### src/hdl/urd_pkg.sv
`timescale 1ns / 1ps
// ---------------------------------------------------------------------------
// urd_pkg
// Shared types and constants for the unique random draw block.
// ---------------------------------------------------------------------------
package urd_pkg;

  localparam int TABLE_DEPTH = 256;
  localparam int IDX_W       = $clog2(TABLE_DEPTH);
  localparam int CNT_W       = 9;
  localparam int VAL_W       = 32;
  localparam int RW_W        = 31;
  localparam int STEP_W      = $clog2(RW_W);

  localparam logic KIND_DRAW    = 1'b0;
  localparam logic KIND_RESTART = 1'b1;

  localparam logic CFG_RANGE_START = 1'b0;
  localparam logic CFG_RANGE_COUNT = 1'b1;

  typedef struct packed {
    logic            kind;
    logic [RW_W-1:0] random_word;
  } in_t;

  typedef struct packed {
    logic signed [VAL_W-1:0] drawn_value;
    logic                    drawn_ok;
  } out_t;

  typedef struct packed {
    logic             start;
    logic [RW_W-1:0]  dividend;
    logic [CNT_W-1:0] divisor;
  } div_req_t;

  typedef struct packed {
    logic             done;
    logic [IDX_W-1:0] rem;
  } div_rsp_t;

endpackage

### src/hdl/urd_divider.sv
`timescale 1ns / 1ps
// ---------------------------------------------------------------------------
// urd_divider
// Restoring serial remainder unit, one dividend bit per cycle.
// ---------------------------------------------------------------------------
module urd_divider
  import urd_pkg::*;
(
  input  logic     clk_i,
  input  logic     rst_ni,
  input  div_req_t req_i,
  output div_rsp_t rsp_o
);

  logic [RW_W-1:0]   dvd_q;
  logic [CNT_W-1:0]  dsr_q;
  logic [CNT_W-1:0]  rem_q;
  logic [STEP_W-1:0] step_q;
  logic              run_q;
  logic              done_q;
  logic [CNT_W:0]    trial;
  logic [CNT_W:0]    diff;
  logic [CNT_W-1:0]  rem_d;

  always_comb begin
    trial = {rem_q, dvd_q[RW_W-1]};
    diff  = trial - {1'b0, dsr_q};
    rem_d = (trial >= {1'b0, dsr_q}) ? diff[CNT_W-1:0] : trial[CNT_W-1:0];
  end

  always_ff @(posedge clk_i or negedge rst_ni) begin
    if (!rst_ni) begin
      run_q  <= 1'b0;
      done_q <= 1'b0;
      step_q <= '0;
    end else begin
      done_q <= 1'b0;
      if (req_i.start) begin
        run_q  <= 1'b1;
        step_q <= STEP_W'(RW_W - 1);
      end else if (run_q) begin
        step_q <= step_q - 1'b1;
        if (step_q == '0) begin
          run_q  <= 1'b0;
          done_q <= 1'b1;
        end
      end
    end
  end

  always_ff @(posedge clk_i) begin
    if (req_i.start) begin
      dvd_q <= req_i.dividend;
      dsr_q <= req_i.divisor;
      rem_q <= '0;
    end else if (run_q) begin
      dvd_q <= {dvd_q[RW_W-2:0], 1'b0};
      rem_q <= rem_d;
    end
  end

  assign rsp_o.done = done_q;
  assign rsp_o.rem  = rem_q[IDX_W-1:0];

endmodule

### config.mk
export PLATFORM = sky130hd
export DESIGN_NAME = urd_divider
export DESIGN_NICKNAME = d
export VERILOG_FILES = /design/src/hdl/urd_pkg.sv /design/src/hdl/urd_divider.sv
export SDC_FILE = /design/constraint.sdc
export NUM_CORES = 1
export LEC_CHECK = 0
export BUFFER_PORTS_ARGS = -buffer_cell sky130_fd_sc_hd__buf_2
export CAP_MARGIN = 5
export CORE_ASPECT_RATIO = 0.9
export CORE_UTILIZATION = 30
export CTS_BUF_LIST = sky130_fd_sc_hd__clkbuf_8
export DETAILED_ROUTE_END_ITERATION = 6
export PLACE_DENSITY = 0.48
export SYNTH_ARGS = -nofsm -noshare
export SYNTH_HDL_FRONTEND = slang
export SYNTH_SLANG_ARGS = --single-unit
### constraint.sdc
create_clock -name clk_i -period 2.5 [get_ports clk_i]
set_clock_uncertainty 0.05 [all_clocks]
set_input_delay 0.5 -clock clk_i [delete_from_list [all_inputs] [get_ports clk_i]]
set_output_delay 0.5 -clock clk_i [all_outputs]
set_load 0.02 [all_outputs]
==> impl_metrics.yaml, run 1 <==
timing:
  setup_violations: 0
  worst_hold_slack_ns: 0.306
  tns_ns: 0
  hold_violations: 0
  worst_slack_ns: 0.144
  fin_crit_sh_pct: 94.2
  post-route-min-period_ns: 2.36
  max_slew_margin_pct: 68.6
  tightest_slew_ns: 0.472
  fmax_mhz: 424
  slew_viol_final: 0
cts:
  cts_made_buffers: 5
  cts_max_level: 2
  clk_latency_ns: 0.31
  clkSlewWorstSetupHoldPaths_ns: 0.11
  cts.path.max_buffers: 2
  root_buffer: "clkbuf_8"
  clkSinkCount: 56
  cts_tree: "done"
placement:
  postPlaceCellArea_um2: 3270
  routabilityCongestion: 0.779
  dp_slack_ns: 0.113
  port_buffers: 51
  dp.cells: 390
  dpl.hpwl_mm: 3.88
cells_and_area:
  fin_cells: 403
  num-nets-final: 335
  fin_area_um2: 3430
  antenna_cells: 0
  syn_to_final_growth_pct: 19.6
  post-route-util_pct: 37.3
  fillers: 920
  drive_above_1_share_pct: 41.6
global_route:
  grt_pass1_vias: 1865
  grt-ovfl-total: 0
  grt_use_total_pct: 11.7
  grt_pass1_wl_mm: 8.96
  antenna_found_initial: 0
  grt_max_degree: 40
drt:
  drtPass1Iterations: 3
  drt_iter0_markers: 52
  wl_met1_mm: 2.71
  top_layer: "met4"
  post_drt_wl_per_cell_um: 13.6
  totalWireLength_mm: 5.46
  drt.antenna.violating_nets: 0
  drcViolationCount: 0
  wl_met2_mm: 2.45
  vias: 1832
  met3_wirelength_um: 234
  via_per_inst: 4.55
power:
  swShare_pct: 31.2
  power.density_nw_per_um2: 711
  total_power_mw: 2.44
  leakagePower_nw: 1.41
  power_frac_clock_pct: 21.4
  switching_power_mw: 0.762
  comb_power_share_pct: 30.8
  p_seq_share_pct: 47.7
  intPower_mw: 1.68
  ir_drop_mv: 0.249
yosys:
  synth_area_per_cell_um2: 12.8
  synth.distinct_cells: 44
  synth_area_um2: 2870
  synthCells: 224
  ys_seq_elements: 56
  yosys_warnings: 0
  yosysSeqAreaShare_pct: 54.2
  syn_nets: 279
run_status:
  status: "finished clean"
setup_path:
  worstSetupPathType: "register to register"
  worstPathRequired_ns: 2.68
  endpoint_kind: "register"
  reg2reg_depth: 10
  cp_max_fo: 5
  cp-start-kind: "register"
  arrival_ns: 2.54
floorplan:
  rows: 33
  core_um2: 9210
  initial_core_util_pct: 31.2
  die_y_um: 94.8
  io_pins: 52
  die_w_um: 105
  die-area_um2: 9970
worst_hold_path:
  hold_path_class: "input pin to register"
  hold_path_depth: 1
job:
  drv_cap: 0
logic make-up (layout without fill, tap and decap cells):
kind of cell | Yosys count | count (layout) | synth area share [%]
DFF | 56 | 56 | 54.2
buffers and inverters | 31 | 88 | 5.27
muxes | 38 | 38 | 14.6
adders and majority gates | 12 | 12 | 5.49
AOI/OAI and AO/OA | 32 | 32 | 8.71
and+or+nand+nor | 47 | 47 | 9.28
xor gates and xnor gates | 8 | 8 | 2.44
layout make-up:
cell class / count / area (um2) / area share [%]
Sequential cell: 56 / 1560 / 45.3
Multi-Input combinational cell: 137 / 1190 / 34.8
Timing Repair Buffer: 67 / 390 / 11.4
Tap cell: 122 / 153 / 4.45
Clock buffer: 5 / 68.8 / 2.00
Inverter: 13 / 48.8 / 1.42
Clock inverter: 3 / 21.3 / 0.620
cell usage in the layout, fill, tap and decap left out, types with 2 or more instances in the layout:
master / n
buf_2: 51
edfxtp_1: 40
mux2_2: 31
buf_4: 14
inv_1: 13
nor2_1: 13
ha_1: 10
dfxtp_1: 9
nand2b_1: 8
nand2_1: 7
dfrtp_1: 7
a21oi_1: 6
mux2i_1: 6
clkbuf_8: 5
a311oi_1: 4
xnor2_1: 4
o21ai_0: 4
xor2_1: 4
a211oi_2: 3
o211ai_1: 3
a211oi_1: 3
a21o_1: 2
nor3b_1: 2
nand3_1: 2
nand3b_1: 2
o31ai_1: 2
nor3_1: 2
and2_1: 2
inv_6: 2
state kept, by name (all words and copies together), names as in the netlist:
name	flops
step_q	5
rem_q	9
run_q	1
done_q	1
dvd_q	31
dsr_q	9
path summary, 6_finish.rpt:
check | from | to | slack [ns]
max | dvd_q[30] | rem_q[8] | 0.14
min | req_i[1] | dsr_q[1] | 0.31
max reg2reg | dvd_q[30] | rem_q[8] | 0.14
min reg2reg | rem_q[7] | rem_q[7] | 0.48
max in group asynchronous | rst_ni | step_q[1] | 1.77
min in group asynchronous | rst_ni | step_q[2] | 0.48
power by group through the flow:
| stage | combinational [mW] | clock (mW) | sequential [mW] |
|---|---|---|---|
| after floorplan | 0.533 | 0 | 1.17 |
| after global placement | 0.702 | 0 | 1.19 |
| after detailed placement | 0.697 | 0 | 1.19 |
| after CTS | 0.704 | 0.552 | 1.17 |
| after global routing | 0.831 | 0.582 | 1.18 |
| final | 0.752 | 0.522 | 1.16 |
worst max-delay path: stages (launching register included):
cell and delay [ns]:
edfxtp_1 0.39, inv_1 0.10, ha_4 0.14, inv_1 0.05, fa_2 0.35, a211oi_2 0.27, o31a_1 0.28, buf_4 0.16
o211a_4 0.18, nand2_1 0.06, a311oi_1 0.24
what timing repair did:
action | in CTS | in global routing
buffers inserted | 0 | 4
setup endpoints to repair | 0 | 9
hold endpoints to repair | 7 | 0
resized for setup | 0 | 6
hold buffers | 1 | 0
cell usage after synthesis (all sizes together):
cell type | count | area [um2]
o211ai | 4 | 43.8
o31a | 1 | 8.76
a311oi | 4 | 35.0
mux2 | 31 | 349
dfxtp | 9 | 180
nand4b | 2 | 23.8
a211o | 1 | 8.76
o211a | 1 | 10.0
a211oi | 6 | 55.1
mux2i | 7 | 70.1
ha | 11 | 138
nand3 | 2 | 10.0
o2111ai | 1 | 8.76
dfrtp | 7 | 175
xor2 | 4 | 35.0
nor4b | 1 | 8.76
o21ai | 4 | 20.0
xnor2 | 4 | 35.0
nand3b | 2 | 15.0
nand2b | 8 | 50.1
a21o | 2 | 15.0
nor3b | 2 | 15.0
nor3 | 2 | 10.0
edfxtp | 40 | 1200
inv | 13 | 48.8
a21oi | 6 | 30.0
or3 | 1 | 11.3
nand4 | 1 | 6.26
fa | 1 | 20.0
o31ai | 2 | 15.0
and2 | 2 | 12.5
buf | 10 | 71.3
nand2 | 8 | 32.5
or4b | 1 | 10.0
or2 | 1 | 6.26
nor2 | 13 | 48.8
clkbuf | 8 | 31.3
nor2b | 1 | 6.26
routing by layer:
metal  vias up  track usage, %
met5         -               0
li1        924               -
met2        30            18.8
met4         0            4.23
met1       871            15.3
met3         7            3.11
No activity file was read; power rests on OpenSTA's default activity.
==> run 2: changes to the inputs <==
--- a/config.mk
+++ b/config.mk
@@ -5,6 +5,7 @@
 export SDC_FILE = /design/constraint.sdc
 export NUM_CORES = 1
 export LEC_CHECK = 0
+export ABC_AREA = 1
 export BUFFER_PORTS_ARGS = -buffer_cell sky130_fd_sc_hd__buf_2
 export CAP_MARGIN = 5
 export CORE_ASPECT_RATIO = 0.9
==> run 2 against run 1 <==
First-iteration DRC count increased by 110%; global-route usage rose by 1.2 points; combinational power increased by 25%; power up 9.9%; sequential share of layout area grew 1.2 points; sequential power is 4% higher; clock power rose by 2%; synthesized area grew 1.3%; final area fell by 2.5%; count of clock-buffer cells in the layout did not move; largest cell class unchanged.
==> impl_metrics.yaml, run 2 <==
yosys:
  synth.distinct_cells: 27
  synth_area_leaders: "edfxtp_1, nand2_1, dfxtp_1, dfrtp_1, inv_1"
  synth-edff-count: 40
  syn_nets: 394
  ys_seq_elements: 56
  synth_ff_type: "edfxtp_1"
  synth_common_cells: "nand2_1, edfxtp_1, inv_1, nand3_1, ha_1"
  synth_top_area_share_pct: 41.3
  synth_area_per_cell_um2: 8.58
  synth_area_um2: 2910
  yosys_warnings: 0
  async_reset_ff_share_pct: 12.5
  yosysSeqAreaShare_pct: 53.5
  yosysTopAreaCell: "edfxtp_1"
  synth_most_common_cell: "nand2_1"
  synthCells: 339
timing:
  fin_crit_sh_pct: 78.1
  max_slew_margin_pct: 66.5
  setup_violations: 0
  tns_ns: 0
  slew_viol_final: 0
  tightest_slew_ns: 0.502
  post-route-min-period_ns: 1.95
  rsz0062_at_grt: "false"
  hold_violations: 0
  fmax_mhz: 512
cts:
  cts_max_level: 2
  clk_latency_ns: 0.32
  cts.path.max_buffers: 2
  cts_tree: "done"
  cts_made_buffers: 5
  root_buffer: "clkbuf_8"
  clkSinkCount: 56
  clkSlewWorstSetupHoldPaths_ns: 0.12
setup_path:
  timing.critical_path.mode_cell: "nand2_1"
  cp-start-kind: "register"
  slowest_stage: "fa_1"
  path_cells: "inv_1, ha_1, inv_1, fa_1, nand2_1, nand3_1, nand2_4, nand2_8, nand2_1, nand3_1, nand2_1"
  reg2reg_depth: 11
  cp_max_fo: 10
  worstSetupPathType: "register to register"
  worstPathRequired_ns: 2.71
  rrSetupSlack_ns: 0.55
  reg2reg_to: "rem_q[8]"
  arrival_ns: 2.16
  reg2reg_from: "dvd_q[30]"
  endpoint_kind: "register"
  max_stage_delay_ns: 0.42
placement:
  port_buffers: 51
  routabilityCongestion: 0.770
  dpl.hpwl_mm: 4.32
floorplan:
  core_um2: 9250
  die_y_um: 95.4
  io_pins: 52
  initial_core_util_pct: 31.4
  die-area_um2: 10100
  rows: 33
  die_w_um: 106
job:
  drv_cap: 0
global_route:
  grt-ovfl-total: 0
  grt_use_total_pct: 12.9
  antenna_found_initial: 0
  grt_pass1_vias: 2088
  grt_max_degree: 34
  grt_pass1_wl_mm: 10.1
drt:
  via_per_inst: 4.28
  drt.antenna.violating_nets: 0
  drt_iter0_markers: 111
  post_drt_wl_per_cell_um: 11.9
  drtPass1Iterations: 4
  vias: 2173
  drcViolationCount: 0
  totalWireLength_mm: 6.03
cells_and_area:
  top_regs: "dvd_q x31, dsr_q x9, rem_q x9"
  layout_commonest_cell: "nand2_1"
  max_flop_register: "dvd_q"
  drive_above_1_share_pct: 18.7
  post-route-util_pct: 36.2
  num-nets-final: 440
  fillers: 995
  layout_common_cells: "nand2_1, buf_2, edfxtp_1, inv_1, nand3_1"
  antenna_cells: 0
  largest_reg_flops: 31
  syn_to_final_growth_pct: 15.1
worst_hold_path:
  hold_path_class: "input pin to register"
  holdPathEnd: "dsr_q[2]"
  hold_path_depth: 1
  hold_start: "req_i[2]"
power:
  power.density_nw_per_um2: 800
  ir_drop_mv: 0.266
  leakagePower_nw: 1.71
run_status:
  status: "finished clean"
run 2: final cells by class:
| class | count | area [um2] | share of cell area, % |
|---|---|---|---|
| clock buffers | 5 | 68.8 | 2.06 |
| clock inverters | 3 | 26.3 | 0.785 |
| inverters | 37 | 139 | 4.15 |
| multi-input cells | 228 | 1100 | 32.9 |
| flip-flops and latches | 56 | 1560 | 46.5 |
| well taps | 122 | 153 | 4.56 |
| repair buffers | 57 | 303 | 9.04 |
run 2: per-stage QoR:
step / instances / worst slack [ns] / hold slack, ns / area [um2] / total power, mW
after CTS: 508 / 0.558 / 0.289 / 3350 / 2.71
final: 508 / 0.548 / 0.302 / 3350 / 2.68
after floorplan: 339 / 0.707 / 0.154 / 2910 / 1.99
after global routing: 508 / 0.379 / 0.286 / 3350 / 2.89
after global placement: 499 / 0.582 / 0.300 / 3240 / 2.17
after detailed placement: 499 / 0.587 / 0.293 / 3240 / 2.17
run 2: repair_timing:
| item | in CTS | in global routing |
|---|---|---|
| hold buffers | 1 | 0 |
| endpoints found under the hold margin | 7 | 0 |
| resized for setup | 0 | 0 |
| buffers inserted | 0 | 0 |
run 2: cell families (layout without fill, tap and decap cells):
family	count (synthesis)	after routing	share of synthesized area, %
xor+xnor	3	3	0.904
fa+ha+maj	12	12	5.42
flops	56	56	53.5
compound gates	11	11	1.98
simple gates	202	202	29.6
buf+inv	55	102	8.56
run 2: where the power goes:
part | internal, mW | switching (mW)
Sequential | 1.12 | 0.0939
Clock | 0.207 | 0.323
Combinational | 0.358 | 0.579
Total | 1.68 | 0.996
run 2: worst max-delay path by stage:
stage,start,to,slack (ns),depth (start not counted)
2_1_floorplan,req_i[40],dvd_q[0],0.71,3
3_3_place_gp,rem_q[2],rem_q[5],0.58,9
3_5_place_dp,dvd_q[30],rem_q[7],0.59,11
4_1_cts,dvd_q[30],rem_q[7],0.56,11
5_1_grt,rem_q[2],rem_q[8],0.38,9
6_report,dvd_q[30],rem_q[8],0.55,11
run 2: critical path, delay by kind of cell (launching register included):
kind | cells | cell delay, ns
and+or+nand+nor | 7 | 0.77
adders and majority gates | 2 | 0.57
DFF | 1 | 0.37
buffers and inverters | 2 | 0.14
run 2: routing by layer:
layer	GRT usage (%)	share of wire (%)	vias up
li1	-	-	1157
met1	18.4	54	968
met2	19.6	41	41
met3	2.87	4.1	7
met4	3.82	1.2	0
met5	0	0	-
==> run 3: changes to the inputs <==
--- a/config.mk
+++ b/config.mk
@@ -5,7 +5,7 @@
 export SDC_FILE = /design/constraint.sdc
 export NUM_CORES = 1
 export LEC_CHECK = 0
-export ABC_AREA = 1
+export ABC_AREA = 0
 export BUFFER_PORTS_ARGS = -buffer_cell sky130_fd_sc_hd__buf_2
 export CAP_MARGIN = 5
 export CORE_ASPECT_RATIO = 0.9
==> constraint.sdc (replaced) <==
create_clock -name clk_i -period 2 [get_ports clk_i]
set_clock_uncertainty 0.05 [all_clocks]
set_input_delay 0.4 -clock clk_i [delete_from_list [all_inputs] [get_ports clk_i]]
set_output_delay 0.4 -clock clk_i [all_outputs]
set_load 0.02 [all_outputs]
==> run 3 against run 2 <==
Sequential power up 19%; register-to-register slack worse by 0.83 ns; highest routed layer unchanged; utilization up 2.9 points; combinational power up 16%; the run now ends with negative setup slack left.
==> impl_metrics.yaml, run 3 (synthesis gave the netlist of run 1 again) <==
run_status:
  status: "finished with violations"
  violations: "negative setup slack"
setup_path:
  worstSetupPathType: "register to register"
  reg2reg_from: "dvd_q[30]"
  rrSetupSlack_ns: -0.28
  path_delay_family: "compound AO/OA/AOI/OAI gates"
  arrival_ns: 2.46
  reg2reg_to: "rem_q[7]"
  path_cells: "inv_1, ha_2, inv_2, fa_2, a211oi_2, o31a_1, o211ai_4, o31ai_1, a311oi_2"
  endpoint_kind: "register"
  cp-start-kind: "register"
  cp_max_fo: 8
  worstPathRequired_ns: 2.18
  reg2reg_depth: 9
  slowest_stage: "o31a_1"
  max_stage_delay_ns: 0.38
  worst-path-buf-inv: 2
worst_hold_path:
  hold_path_class: "input pin to register"
  hold_path_depth: 1
  holdPathEnd: "dsr_q[8]"
  hold_start: "req_i[8]"
cts:
  cts_tree: "done"
  clk_latency_ns: 0.31
  root_buffer: "clkbuf_8"
  cts_max_level: 2
  cts.path.max_buffers: 2
  clkSlewWorstSetupHoldPaths_ns: 0.11
  clkSinkCount: 56
  cts_made_buffers: 5
drt:
  wl_met2_mm: 2.40
  via_per_inst: 4.53
  drt.antenna.violating_nets: 0
  drt_iter0_markers: 72
  post_drt_wl_per_cell_um: 13.5
  drtPass1Iterations: 4
  top_layer: "met4"
  wl_met1_mm: 2.94
  met3_wirelength_um: 329
  drcViolationCount: 0
  vias: 1915
  totalWireLength_mm: 5.72
cells_and_area:
  syn_to_final_growth_pct: 25.4
  layout_common_cells: "buf_2, edfxtp_1, buf_4, mux2_2, nor2_1"
  drive_above_1_share_pct: 47.5
  fin_cells: 423
  antenna_cells: 0
  layout_commonest_cell: "buf_2"
  top_regs: "dvd_q x31, dsr_q x9, rem_q x9"
  seqCellArea_um2: 1560
  largest_reg_flops: 31
  num-nets-final: 355
  max_flop_register: "dvd_q"
  multi_input_area_um2: 1210
  fillers: 942
timing:
  rsz0062_at_grt: "true"
  worst_hold_slack_ns: 0.205
  fmax_mhz: 439
  setup_violations: 9
  max_slew_margin_pct: 75.5
  hold_violations: 0
  fin_crit_sh_pct: 114
  post-route-min-period_ns: 2.28
  worst_slack_ns: -0.278
  tns_ns: -2.08
  slew_viol_final: 0
  tightest_slew_ns: 0.362
floorplan:
  die_y_um: 94.8
  core_um2: 9210
  die-area_um2: 9970
  die_w_um: 105
  rows: 33
  io_pins: 52
  initial_core_util_pct: 31.2
power:
  power.density_nw_per_um2: 888
  ir_drop_mv: 0.334
  leakagePower_nw: 1.52
  total_power_mw: 3.20
global_route:
  grt_pass1_vias: 1930
  grt_max_degree: 25
  grt-ovfl-total: 0
  grt_pass1_wl_mm: 9.60
  antenna_found_initial: 0
  grt_use_total_pct: 12.4
placement:
  port_buffers: 51
  dpl.hpwl_mm: 4.21
  dp.cells: 411
  routabilityCongestion: 0.700
job:
  drv_cap: 0
==> run 3: cell count changes in the layout (fill, tap and decap cells not counted), moves of 5 or more <==
| cell | previous run | this run |
|---|---|---|
| mux2_2 | 0 | 31 |
| inv_1 | 37 | 12 |
| nand2_1 | 150 | 6 |
| nor2_1 | 8 | 13 |
| nand3_1 | 24 | 2 |
| mux2i_1 | 0 | 7 |
| nand2b_1 | 0 | 8 |
| buf_4 | 5 | 34 |
==> run 3: worst reg2reg max path: stages (launching register included) <==
cell      delay [ns]
edfxtp_1        0.37
inv_1           0.05
ha_2            0.18
inv_2           0.05
fa_2            0.20
a211oi_2        0.07
o31a_1          0.38
o211ai_4        0.36
o31ai_1         0.18
a311oi_2        0.30
==> run 3: cell type report <==
type,count,area share (%)
Clock buffer,5,1.91
Clock inverter,3,0.695
Inverter,13,1.35
Multi-Input combinational cell,137,33.6
Sequential cell,56,43.2
Tap cell,122,4.24
Timing Repair Buffer,87,15.0
==> run 3: per-layer routing <==
metal  vias to the layer above  GRT usage [%]
met3                         4           3.80
li1                        966              -
met4                         0           3.52
met5                         -              0
met1                       908           17.6
met2                        37           18.2
==> run 3: repair_timing <==
| action | CTS | global route |
|---|---|---|
| buffers inserted | 3 | 0 |
| endpoints found under the setup margin | 9 | 9 |
| resized for setup | 3 | 7 |
| hold buffers | 1 | 0 |
| pin swaps | 10 | 5 |
| hold endpoints to repair | 7 | 0 |
==> run 3: power by group <==
part | switching (mW) | internal, mW | total, mW
clock | 0.406 | 0.259 | 0.665
sequential | 0.0623 | 1.38 | 1.44
combinational | 0.527 | 0.563 | 1.09
==> run 3: through the flow <==
stage / util (%) / worst slack (ns) / instance area (um2)
CTS: 38.7 / -0.276 / 3560
floorplan: - / -0.169 / 2870
detailed placement: 37.3 / -0.270 / 3430
global placement: 37.3 / -0.205 / 3430
finish: 39.1 / -0.278 / 3600
global route: 39.1 / -0.436 / 3600
==> run 3: worst max path at each step <==
stage               slack, ns  startpoint       end  cells after the start
finish                  -0.28   dvd_q[30]  rem_q[7]                      9
global route            -0.44   dvd_q[30]  rem_q[8]                      9
CTS                     -0.28   dvd_q[30]  rem_q[8]                      9
detailed placement      -0.27   dvd_q[30]  rem_q[5]                      9
global placement        -0.21   dvd_q[30]  rem_q[7]                      9
floorplan               -0.17   dvd_q[30]  rem_q[7]                      9
